**src/sv/mema_pkg.sv**
```systemverilog
`timescale 1ns / 1ps
package mema_pkg;
    // config register addresses (byte address / 4)
    localparam logic [0:0] REG_OBS_CODE  = 1'b0;
    localparam logic [0:0] REG_PRED_CODE = 1'b1;
    localparam int unsigned PERCENT_SCALE = 100;

    // back end sequencer states
    typedef enum logic [5:0] {
        ST_IDLE = 6'b000001,
        ST_REL  = 6'b000010,
        ST_ACC  = 6'b000100,
        ST_DIV  = 6'b001000,
        ST_SQRT = 6'b010000,
        ST_OUT  = 6'b100000
    } t_state;
endpackage

```
**src/sv/mema_if.sv**
```systemverilog
`timescale 1ns / 1ps
interface mema_in_if #(parameter int SW = 16);
    logic          valid;
    logic          ready;
    logic [SW-1:0] observed;
    logic [SW-1:0] predicted;
    logic          in_validation;
    logic          last_point;
    modport source (output valid, observed, predicted, in_validation, last_point,
                    input ready);
    modport sink   (input valid, observed, predicted, in_validation, last_point,
                    output ready);
endinterface

interface mema_out_if #(parameter int CW = 21);
    logic          valid;
    logic          ready;
    logic [31:0]   mean_square_error;
    logic [15:0]   root_mean_square_error;
    logic [15:0]   mean_absolute_error;
    logic [31:0]   mean_percent_error;
    logic [CW-1:0] valid_count;
    logic [CW-1:0] percent_count;
    modport source (output valid, mean_square_error, root_mean_square_error,
                    mean_absolute_error, mean_percent_error, valid_count,
                    percent_count, input ready);
    modport sink   (input valid, mean_square_error, root_mean_square_error,
                    mean_absolute_error, mean_percent_error, valid_count,
                    percent_count, output ready);
endinterface

```
**src/sv/masked_error_metrics_accumulator.sv**
```systemverilog
`timescale 1ns / 1ps
// Masked error metrics accumulator.
// Input channel in_ch carries observed/predicted signed samples with the
// in_validation and last_point flags; out_ch carries one result word per
// grid, sent after the word flagged last_point.
// Config is an APB-style port: address 0 holds the observed missing code,
// address 4 the predicted missing code; both reset to the most negative code.
// A two-entry queue decouples the front (masking, |o-p|) from the back end.
// In the back end a validation word first runs a relative divide on the
// shared bit-serial divider, whose width W is the widest dividend:
// max(2*SAMPLE_WIDTH+MAX_POINTS_LOG2+1, MAX_POINTS_LOG2+39), 59 by default.
// The last word adds three divides, a bit-pair square root and a load of
// the output register before out_ch goes valid; a divide by a zero count
// is cut short and gives zero.
// A finished result sits in the output register and the sums clear as it
// is loaded; the back end goes on with the next grid and holds only when a
// second result is ready, then the queue fills and in_ch.ready drops.
// Reset (synchronous, active low) clears sums, counts and queue and sets both codes to the most negative code.
module masked_error_metrics_accumulator #(
    parameter int MAX_POINTS_LOG2 = 20,
    parameter int SAMPLE_WIDTH    = 16
) (
    input  logic        i_clk,
    input  logic        i_rst_n,
    mema_in_if.sink     in_ch,
    mema_out_if.source  out_ch,
    input  logic        psel,
    input  logic        penable,
    input  logic        pwrite,
    input  logic [2:0]  paddr,
    input  logic [31:0] pwdata,
    output logic [31:0] prdata,
    output logic        pready
);
    import mema_pkg::*;
    localparam int SW = SAMPLE_WIDTH;

    logic [SW-1:0] r_obs_code, r_pred_code;
    logic          w_q_valid, w_q_pop, w_q_use, w_q_rel, w_q_last;
    logic [SW:0]   w_q_ad, w_q_ao;

    assign pready = 1'b1;

    // config register writes
    always_ff @(posedge i_clk) begin
        if (!i_rst_n) begin
            r_obs_code  <= {1'b1, {(SW-1){1'b0}}};
            r_pred_code <= {1'b1, {(SW-1){1'b0}}};
        end else if (psel && penable && pwrite && paddr[1:0] == 2'b00) begin
            if (paddr[2] == REG_OBS_CODE) r_obs_code <= pwdata[SW-1:0];
            else r_pred_code <= pwdata[SW-1:0];
        end
    end

    // config readback
    always_comb begin
        prdata = '0;
        if (paddr[2] == REG_OBS_CODE) prdata[SW-1:0] = r_obs_code;
        else prdata[SW-1:0] = r_pred_code;
    end

    mema_front #(.SW(SW)) u_front (
        .i_clk, .i_rst_n, .i_obs_code(r_obs_code), .i_pred_code(r_pred_code),
        .in_ch, .o_q_valid(w_q_valid), .i_q_pop(w_q_pop), .o_q_use(w_q_use),
        .o_q_rel(w_q_rel), .o_q_last(w_q_last), .o_q_ad(w_q_ad), .o_q_ao(w_q_ao)
    );

    mema_back #(.SW(SW), .PL(MAX_POINTS_LOG2)) u_back (
        .i_clk, .i_rst_n, .i_q_valid(w_q_valid), .o_q_pop(w_q_pop),
        .i_q_use(w_q_use), .i_q_rel(w_q_rel), .i_q_last(w_q_last),
        .i_q_ad(w_q_ad), .i_q_ao(w_q_ao), .out_ch
    );
endmodule

```
**src/sv/mema_front.sv**
```systemverilog
`timescale 1ns / 1ps
// front: mask missing pairs, form |o-p|, queue words for the back end
module mema_front #(
    parameter int SW = 16
) (
    input  logic          i_clk,
    input  logic          i_rst_n,
    input  logic [SW-1:0] i_obs_code,
    input  logic [SW-1:0] i_pred_code,
    mema_in_if.sink       in_ch,
    // queue head
    output logic          o_q_valid,
    input  logic          i_q_pop,
    output logic          o_q_use,
    output logic          o_q_rel,
    output logic          o_q_last,
    output logic [SW:0]   o_q_ad,
    output logic [SW:0]   o_q_ao
);
    localparam int QW = 3 + 2 * (SW + 1);

    logic [QW-1:0] r_q0, r_q1;
    logic [1:0]    r_cnt;
    logic [QW-1:0] w_word;
    logic          w_push;
    logic          w_use;
    logic signed [SW:0] w_diff;
    logic [SW:0]   w_ad, w_ao;

    // classify the incoming word
    always_comb begin
        w_use  = (in_ch.observed != i_obs_code) && (in_ch.predicted != i_pred_code);
        w_diff = $signed({in_ch.observed[SW-1], in_ch.observed})
               - $signed({in_ch.predicted[SW-1], in_ch.predicted});
        w_ad   = w_diff[SW] ? (~w_diff + 1'b1) : w_diff;
        w_ao   = in_ch.observed[SW-1] ? (~{1'b1, in_ch.observed} + 1'b1)
                                      : {1'b0, in_ch.observed};
        w_word = {w_use, w_use & in_ch.in_validation & (in_ch.observed != '0),
                  in_ch.last_point, w_ad, w_ao};
    end

    assign in_ch.ready = (r_cnt != 2'd2);
    assign w_push = in_ch.valid && in_ch.ready;

    // two-entry queue, head in r_q0
    always_ff @(posedge i_clk) begin
        if (!i_rst_n) begin
            r_cnt <= 2'd0;
        end else begin
            r_cnt <= r_cnt + {1'b0, w_push} - {1'b0, i_q_pop};
        end
        if (i_q_pop) begin
            r_q0 <= (r_cnt == 2'd2) ? r_q1 : w_word;
            if (w_push) r_q1 <= w_word;
        end else if (w_push) begin
            if (r_cnt == 2'd0) r_q0 <= w_word;
            else r_q1 <= w_word;
        end
    end

    assign o_q_valid = (r_cnt != 2'd0);
    assign {o_q_use, o_q_rel, o_q_last, o_q_ad, o_q_ao} = r_q0;
endmodule

```
**src/sv/mema_back.sv**
```systemverilog
`timescale 1ns / 1ps
// back: relative divide, accumulate, and at end of grid divide and root
module mema_back #(
    parameter int SW = 16,
    parameter int PL = 20
) (
    input  logic        i_clk,
    input  logic        i_rst_n,
    input  logic        i_q_valid,
    output logic        o_q_pop,
    input  logic        i_q_use,
    input  logic        i_q_rel,
    input  logic        i_q_last,
    input  logic [SW:0] i_q_ad,
    input  logic [SW:0] i_q_ao,
    mema_out_if.source  out_ch
);
    import mema_pkg::*;
    localparam int CW  = PL + 1;
    localparam int SQW = 2 * SW + PL + 1;
    localparam int ABW = SW + PL + 1;
    localparam int RLW = 32 + PL;
    localparam int PCW = RLW + 7;
    // shared divider width covers all four dividends
    localparam int DW0 = (SQW > ABW) ? SQW : ABW;
    localparam int DW1 = (DW0 > PCW) ? DW0 : PCW;
    localparam int DW  = (DW1 > SW + 17) ? DW1 : SW + 17;
    localparam int DCW = $clog2(DW + 1);

    t_state r_st;
    logic [SQW-1:0] r_sq;
    logic [ABW-1:0] r_ab;
    logic [RLW-1:0] r_rl;
    logic [CW-1:0]  r_pc, r_rc;
    logic           r_q_rel, r_q_last;
    logic [2*SW+1:0] r_ad2;
    // divider
    logic [DW-1:0]  r_dq;
    logic [DW:0]    r_rem;
    logic [DW-1:0]  r_dsor;
    logic [DCW-1:0] r_dbit;
    logic [1:0]     r_phase;
    logic [DW:0]    w_trial;
    // root
    logic [31:0]    r_rv;
    logic [31:0]    r_root;
    logic [31:0]    r_rbit;
    logic [31:0]    w_rsum;
    // results
    logic [31:0]    r_msq, r_pct;
    logic [15:0]    r_mab;
    logic [PCW-1:0] w_pnum;

    assign o_q_pop = (r_st == ST_IDLE) && i_q_valid;
    assign w_trial = {r_rem[DW-1:0], r_dq[DW-1]};
    assign w_rsum  = r_root + r_rbit;
    assign w_pnum  = PCW'(r_rl) * PCW'(PERCENT_SCALE);

    // back end sequencer
    always_ff @(posedge i_clk) begin
        if (!i_rst_n) begin
            r_st <= ST_IDLE;
            r_sq <= '0; r_ab <= '0; r_rl <= '0; r_pc <= '0; r_rc <= '0;
            out_ch.valid <= 1'b0;
        end else begin
            // output register drains when the receiver takes the word
            if (out_ch.valid && out_ch.ready && r_st != ST_OUT) out_ch.valid <= 1'b0;
            case (r_st)
                ST_IDLE: begin
                    if (i_q_valid) begin
                        r_q_rel  <= i_q_rel;
                        r_q_last <= i_q_last;
                        r_ad2    <= i_q_use ? (2*SW+2)'(i_q_ad) * (2*SW+2)'(i_q_ad) : '0;
                        if (i_q_use) begin
                            r_pc <= r_pc + 1'b1;
                            r_ab <= r_ab + ABW'(i_q_ad);
                        end
                        if (i_q_rel) begin
                            // relative divide (ad<<16)/ao
                            r_dq    <= DW'({i_q_ad, 16'd0});
                            r_dsor  <= DW'(i_q_ao);
                            r_rem   <= '0;
                            r_dbit  <= DCW'(DW);
                            r_st    <= ST_REL;
                        end else begin
                            r_st <= ST_ACC;
                        end
                    end
                end
                ST_REL: begin
                    // one quotient bit per cycle
                    if (w_trial >= {1'b0, r_dsor}) begin
                        r_rem <= w_trial - {1'b0, r_dsor};
                        r_dq  <= {r_dq[DW-2:0], 1'b1};
                    end else begin
                        r_rem <= w_trial;
                        r_dq  <= {r_dq[DW-2:0], 1'b0};
                    end
                    r_dbit <= r_dbit - 1'b1;
                    if (r_dbit == DCW'(1)) r_st <= ST_ACC;
                end
                ST_ACC: begin
                    r_sq <= r_sq + SQW'(r_ad2);
                    if (r_q_rel) begin
                        r_rl <= r_rl + ((|r_dq[DW-1:32]) ? RLW'(32'hFFFF_FFFF)
                                                         : RLW'(r_dq[31:0]));
                        r_rc <= r_rc + 1'b1;
                    end
                    if (r_q_last) begin
                        r_phase <= 2'd0;
                        r_dq    <= DW'(r_sq + SQW'(r_ad2));
                        r_dsor  <= DW'(r_pc);
                        r_rem   <= '0;
                        r_dbit  <= DCW'(DW);
                        r_msq <= '0; r_mab <= '0; r_pct <= '0;
                        r_st    <= ST_DIV;
                    end else begin
                        r_st <= ST_IDLE;
                    end
                end
                ST_DIV: begin
                    if (r_dbit != '0) begin
                        if (r_dsor != '0) begin
                            if (w_trial >= {1'b0, r_dsor}) begin
                                r_rem <= w_trial - {1'b0, r_dsor};
                                r_dq  <= {r_dq[DW-2:0], 1'b1};
                            end else begin
                                r_rem <= w_trial;
                                r_dq  <= {r_dq[DW-2:0], 1'b0};
                            end
                            r_dbit <= r_dbit - 1'b1;
                        end else begin
                            r_dq   <= '0;
                            r_dbit <= '0;
                        end
                    end else begin
                        r_rem  <= '0;
                        r_dbit <= DCW'(DW);
                        r_phase <= r_phase + 1'b1;
                        case (r_phase)
                            2'd0: begin
                                r_msq  <= (|r_dq[DW-1:32]) ? 32'hFFFF_FFFF : r_dq[31:0];
                                r_dq   <= DW'(r_ab);
                            end
                            2'd1: begin
                                r_mab  <= (|r_dq[DW-1:16]) ? 16'hFFFF : r_dq[15:0];
                                r_dq   <= DW'(w_pnum);
                                r_dsor <= DW'(r_rc);
                            end
                            default: begin
                                r_pct  <= (|r_dq[DW-1:32]) ? 32'hFFFF_FFFF : r_dq[31:0];
                                r_rv   <= r_msq;
                                r_root <= '0;
                                r_rbit <= 32'h4000_0000;
                                r_st   <= ST_SQRT;
                            end
                        endcase
                    end
                end
                ST_SQRT: begin
                    // bit-pair restoring square root
                    if (r_rbit != '0) begin
                        if (r_rv >= w_rsum) begin
                            r_rv   <= r_rv - w_rsum;
                            r_root <= (r_root >> 1) + r_rbit;
                        end else begin
                            r_root <= r_root >> 1;
                        end
                        r_rbit <= r_rbit >> 2;
                    end else begin
                        r_st <= ST_OUT;
                    end
                end
                ST_OUT: begin
                    // hand the result to the output register once it is free
                    if (!out_ch.valid || out_ch.ready) begin
                        out_ch.mean_square_error      <= r_msq;
                        out_ch.root_mean_square_error <= r_root[15:0];
                        out_ch.mean_absolute_error    <= r_mab;
                        out_ch.mean_percent_error     <= r_pct;
                        out_ch.valid_count            <= r_pc;
                        out_ch.percent_count          <= r_rc;
                        out_ch.valid <= 1'b1;
                        r_sq <= '0; r_ab <= '0; r_rl <= '0; r_pc <= '0; r_rc <= '0;
                        r_st <= ST_IDLE;
                    end
                end
                default: r_st <= ST_IDLE;
            endcase
        end
    end
endmodule

```
**src/flat_wrapper.sv**
```systemverilog
// flat-port wrapper written by rule: the top's interface ports become plain ports
module masked_error_metrics_accumulator_flat import mema_pkg::*;
#(
    parameter int MAX_POINTS_LOG2 = 20,
    parameter int SAMPLE_WIDTH    = 16
)
  (i_clk, i_rst_n, psel, penable, pwrite, paddr, pwdata, prdata, pready, in_ch_valid, in_ch_observed, in_ch_predicted, in_ch_in_validation, in_ch_last_point, in_ch_ready, out_ch_valid, out_ch_mean_square_error, out_ch_root_mean_square_error, out_ch_mean_absolute_error, out_ch_mean_percent_error, out_ch_valid_count, out_ch_percent_count, out_ch_ready);
  mema_in_if in_ch_i ();
  mema_out_if out_ch_i ();
  input  logic i_clk;
  input  logic i_rst_n;
  input  logic psel;
  input  logic penable;
  input  logic pwrite;
  input  logic [2:0] paddr;
  input  logic [31:0] pwdata;
  output logic [31:0] prdata;
  output logic pready;
  input wire logic [$bits(in_ch_i.valid)-1:0] in_ch_valid;
  input wire logic [$bits(in_ch_i.observed)-1:0] in_ch_observed;
  input wire logic [$bits(in_ch_i.predicted)-1:0] in_ch_predicted;
  input wire logic [$bits(in_ch_i.in_validation)-1:0] in_ch_in_validation;
  input wire logic [$bits(in_ch_i.last_point)-1:0] in_ch_last_point;
  output wire logic [$bits(in_ch_i.ready)-1:0] in_ch_ready;
  output wire logic [$bits(out_ch_i.valid)-1:0] out_ch_valid;
  output wire logic [$bits(out_ch_i.mean_square_error)-1:0] out_ch_mean_square_error;
  output wire logic [$bits(out_ch_i.root_mean_square_error)-1:0] out_ch_root_mean_square_error;
  output wire logic [$bits(out_ch_i.mean_absolute_error)-1:0] out_ch_mean_absolute_error;
  output wire logic [$bits(out_ch_i.mean_percent_error)-1:0] out_ch_mean_percent_error;
  output wire logic [$bits(out_ch_i.valid_count)-1:0] out_ch_valid_count;
  output wire logic [$bits(out_ch_i.percent_count)-1:0] out_ch_percent_count;
  input wire logic [$bits(out_ch_i.ready)-1:0] out_ch_ready;
  assign in_ch_i.valid = in_ch_valid;
  assign in_ch_i.observed = in_ch_observed;
  assign in_ch_i.predicted = in_ch_predicted;
  assign in_ch_i.in_validation = in_ch_in_validation;
  assign in_ch_i.last_point = in_ch_last_point;
  assign in_ch_ready = in_ch_i.ready;
  assign out_ch_valid = out_ch_i.valid;
  assign out_ch_mean_square_error = out_ch_i.mean_square_error;
  assign out_ch_root_mean_square_error = out_ch_i.root_mean_square_error;
  assign out_ch_mean_absolute_error = out_ch_i.mean_absolute_error;
  assign out_ch_mean_percent_error = out_ch_i.mean_percent_error;
  assign out_ch_valid_count = out_ch_i.valid_count;
  assign out_ch_percent_count = out_ch_i.percent_count;
  assign out_ch_i.ready = out_ch_ready;
  masked_error_metrics_accumulator #(.MAX_POINTS_LOG2(MAX_POINTS_LOG2), .SAMPLE_WIDTH(SAMPLE_WIDTH)) u_core (.i_clk(i_clk), .i_rst_n(i_rst_n), .in_ch(in_ch_i), .out_ch(out_ch_i), .psel(psel), .penable(penable), .pwrite(pwrite), .paddr(paddr), .pwdata(pwdata), .prdata(prdata), .pready(pready));
endmodule
```
**config.mk**
```make
export PLATFORM = sky130hd
export DESIGN_NAME = masked_error_metrics_accumulator_flat
export DESIGN_NICKNAME = d
export VERILOG_FILES = /design/src/sv/mema_pkg.sv /design/src/sv/mema_if.sv /design/src/sv/masked_error_metrics_accumulator.sv /design/src/sv/mema_front.sv /design/src/sv/mema_back.sv /design/src/flat_wrapper.sv
export SDC_FILE = /design/constraint.sdc
export NUM_CORES = 2
export LEC_CHECK = 0
export BUFFER_PORTS_ARGS = -buffer_cell sky130_fd_sc_hd__clkbuf_2
export CORE_MARGIN = 5
export CORE_UTILIZATION = 55
export DETAILED_ROUTE_END_ITERATION = 10
export PLACE_DENSITY = 0.8
export SYNTH_ARGS = -nofsm -noshare
export SYNTH_HDL_FRONTEND = slang
export SYNTH_SLANG_ARGS = --single-unit
```
**constraint.sdc**
```tcl
create_clock -name i_clk -period 18.2 [get_ports i_clk]
set_clock_uncertainty 0.05 [all_clocks]
set_input_delay 1.82 -clock i_clk [delete_from_list [all_inputs] [get_ports i_clk]]
set_output_delay 1.82 -clock i_clk [all_outputs]
set_load 0.01 [all_outputs]
```
==> summary.txt <==
Outcome
  • Run status: completed

Yosys
  • Number of enable-type register cells in the synthesized netlist: roughly 550
  • Yosys warns: 0
  • Post-synthesis sequential element count: between 700 and 800
  • Library cells used by synthesis: 100
  • Commonest register cell after synthesis: sky130_fd_sc_hd__edfxtp_1
  • Post-synthesis instance area: around 0.056 mm2
  • Average cell area after synthesis: ~9.5 um2
  • Gate Count Post-Synth: ~5900
  • Fraction of synthesis flops using an asynchronous set or reset pin: 0%
  • Proportion of synthesized chip area in sequential cells: 37.5%

Place
  • RD Place Congestion: approximately 0.95
  • Area of placed instances: a little under 0.06 mm2
  • DP HPWL: ~110000 um
  • Buffers added on ports: between 200 and 250

Routing
  • Total detailed-routing wirelength: roughly 150000 um
  • Final ANT Viol Nets: 0
  • Number of DRC violations after detailed routing: 0
  • DR vias: 44800
  • Detailed-router iteration count before antenna repair: 6
  • Final routed wire length divided by cell count: 20.2 um
  • Initial detailed-routing violation count: 4164
  • Via-to-Cell Ratio: approximately 6

Floorplanning
  • Die width: approximately 330 um
  • Area of the core: 0.102 mm2
  • Height of the die: approximately 330 um
  • Cell row count: around 120
  • Top Ports: roughly 250
  • Initial Util: around 55%
  • Die footprint: 0.109 mm2

Timing
  • Setup violations, final: 0
  • Min Hold Slack: 0.368 ns
  • Relative slew slack: about a fifth
  • Final cycle utilization of the critical path: around two fifths
  • Final sum of negative setup slack: 0 ns
  • Final max-slew violation count: 0
  • Unrepaired setup endpoints after global routing: false
  • Slew @ Worst Pin: 1.18 ns
  • Final Hold Violating Endpoints: 0
  • Maximum operating frequency: ~140 MHz
  • Minimum clock period after layout: 7.40 ns

Critical path
  • Reg2Reg Setup Slack: around 11 ns
  • Critical path's top delay family: adder cells
  • Required @ worst endpoint: around 19 ns
  • Worst Setup Start Kind: register
  • Critical path's largest stage delay: 1.14 ns
  • Crit. End Element: register
  • Type of the worst setup path: reg -> reg
  • Series of cell instances along the critical path: nand2_1, inv_1, fa_1, inv_1, fa_1, fa_1, inv_1, fa_1, fa_1, inv_1, fa_1, inv_1, ha_1, a21o_1, a31oi_1, a2bb2oi_1, o31a_1, a211oi_1, nor2_1, a311o_1, nor2b_1, xor2_1, nor2_1
  • Most frequent CP cell: sky130_fd_sc_hd__fa_1
  • Slowest stage cell, crit path: sky130_fd_sc_hd__edfxtp_1
  • Buffers and inverters on the worst path: 5
  • Data arrival time of the worst path: 7.76 ns
  • CP max FO: 19
  • R2R Path End: u_core.u_back.r_ad2[28]
  • Cell depth of the worst flop-to-flop path: 23
  • Beginning of the critical path: u_core.u_front.r_q0[29]
  • Launching point of the worst reg2reg path: u_core.u_front.r_q0[29]

Global routing
  • Sum of overflow across all layers after global routing: 0
  • Wire length of the first global-routing pass: ~240000 um
  • GRT Total Usage: between 20 and 30%
  • Global routing met3 resource utilization: 4.26%
  • Busiest layer in global routing: met2
  • Met1 capacity usage during global routing: approximately a third
  • Pin count of the biggest net entering global routing: 97
  • Via count of the first global-routing pass: ~44000
  • Met2 usage: ~45%
  • Antenna violations before repair: 1

Clock tree
  • Clock tree from TritonCTS: done
  • Clock-pin slew on the worst setup and hold paths: ~0.06 ns
  • Number of buffers inserted during clock tree synthesis: 86
  • Clock root cell: sky130_fd_sc_hd__clkbuf_16
  • Post-CTS Repair Setup Buffers: 0
  • Total of cells resized after clock tree synthesis: 0
  • # H-tree levels: 3
  • # hold bufs at CTS: 0
  • Maximum clock path buffer count: 3
  • Number of sinks driven by the clock tree: roughly 780
  • Clock latency on the worst-skew pair: approximately 0.7 ns

Worst hold path
  • Worst min-delay path startpoint: u_core.u_back.r_pct[31]
  • End point of the worst hold path: u_core.u_back.out_ch.mean_percent_error[31]
  • Worst hold-check path type: reg -> reg
  • Hold Crit Depth: 0

Final layout
  • Post-layout utilization of the core: ~61%
  • Layout cell share with drive strength beyond 1: slightly above 9%
  • Post-route standard cell area excluding fillers: roughly 0.062 mm2
  • Antenna Cells: 0
  • Filler Cells Inserted: 8268
  • Layout net count: between 6000 and 7000
  • Area overhead of the layout relative to synthesis: 9.84%

Flow run
  • Count of max-cap constraint violations: 0
## state kept, by name, indices dropped and copies added (netlist names), 32 cells and up
signal                                   cells
u_core.u_back.r_dq                          59
u_core.u_back.r_rem                         59
u_core.u_back.r_sq                          53
u_core.u_back.r_rl                          52
u_core.u_back.r_ab                          37
u_core.u_front.r_q0                         37
u_core.u_front.r_q1                         37
u_core.u_back.r_ad2                         33
u_core.u_back.out_ch.mean_percent_error     32
u_core.u_back.out_ch.mean_square_error      32
u_core.u_back.r_msq                         32
u_core.u_back.r_pct                         32
u_core.u_back.r_root                        32
u_core.u_back.r_rv                          32
## per-layer routing
layer | up-vias | part of all wire [%]
met5 | - | 0.0066
li1 | 20900 | -
met2 | 1974 | 47
met3 | 452 | 8.1
met1 | 21500 | 39
met4 | 2 | 5.7
## cells by family after synthesis
| group | after synthesis | synth area share [%] |
|---|---|---|
| adder cells (fa/ha/maj) | 711 | 19.0 |
| flip-flops | 779 | 37.5 |
| other | 2 | 0.0133 |
| AO/OA/AOI/OAI | 1249 | 14.2 |
| multiplexers | 98 | 1.86 |
| XOR/XNOR | 417 | 6.48 |
| AND/OR/NAND/NOR | 1758 | 14.8 |
| buffers and inverters | 898 | 6.12 |
## worst max-delay path by stage
| stage | depth (start not counted) | end |
|---|---|---|
| detailed placement | 24 | u_core.u_back.r_ad2[28] |
| CTS | 23 | u_core.u_back.r_ad2[28] |
| global route | 23 | u_core.u_back.r_ad2[30] |
| floorplan | 5 | u_core.u_back.out_ch.mean_absolute_error[0] |
| finish | 23 | u_core.u_back.r_ad2[28] |
| global placement | 23 | u_core.u_back.r_ad2[28] |
## cells in the final DEF (no fill, tap or decap), types with 48 or more instances in the layout
master                        n
sky130_fd_sc_hd__a21o_1     101
sky130_fd_sc_hd__a21oi_1    374
sky130_fd_sc_hd__a22oi_1     53
sky130_fd_sc_hd__a31oi_1     58
sky130_fd_sc_hd__and2_1     110
sky130_fd_sc_hd__buf_4       57
sky130_fd_sc_hd__clkbuf_16   89
sky130_fd_sc_hd__clkbuf_2   215
sky130_fd_sc_hd__dfxtp_1    225
sky130_fd_sc_hd__edfxtp_1   554
sky130_fd_sc_hd__fa_1       244
sky130_fd_sc_hd__ha_1       466
sky130_fd_sc_hd__inv_1      669
sky130_fd_sc_hd__mux2_2      52
sky130_fd_sc_hd__nand2_1    562
sky130_fd_sc_hd__nand3_1    102
sky130_fd_sc_hd__nand4_1     65
sky130_fd_sc_hd__nor2_1     483
sky130_fd_sc_hd__nor2b_1     48
sky130_fd_sc_hd__nor3_1      87
sky130_fd_sc_hd__o21ai_0    270
sky130_fd_sc_hd__or3_1       66
sky130_fd_sc_hd__xnor2_1    259
sky130_fd_sc_hd__xor2_1     158
## layout make-up
cell class	instances	area (um2)	share of cell area [%]
multi-input cells	4251	31900	51.6
flip-flops and latches	779	21100	34.1
inverters	671	2520	4.07
clock buffers	101	2300	3.72
well taps	1368	1710	2.76
repair buffers	272	1500	2.43
clock inverters	61	797	1.29
## metrics by stage
stage / cells / setup WS, ns
after floorplan: 5928 / 9.03
final: 7503 / 10.80
after global placement: 7341 / 11.05
after CTS: 7503 / 10.93
after detailed placement: 7341 / 10.92
after global routing: 7503 / 10.49
## cells in the mapped netlist (all sizes together), types with 48 or more instances
master  count  area [um2]
inv       670        2510
nand2     565        2130
edfxtp    554       16600
nor2      490        1840
ha        467        5840
a21oi     377        1890
o21ai     277        1390
xnor2     259        2270
fa        244        4880
dfxtp     225        4500
clkbuf    186         698
xor2      158        1380
and2      111         694
nand3     103         521
a21o      101         758
nor3       93         490
or3        68         435
nand4      65         407
a31oi      58         363
a22oi      53         398
mux2       53         597
nor2b      48         300
Power is left out: the tool's default activity adds up to more than one toggle a clock period on the data nets, which glitch-free logic cannot reach.
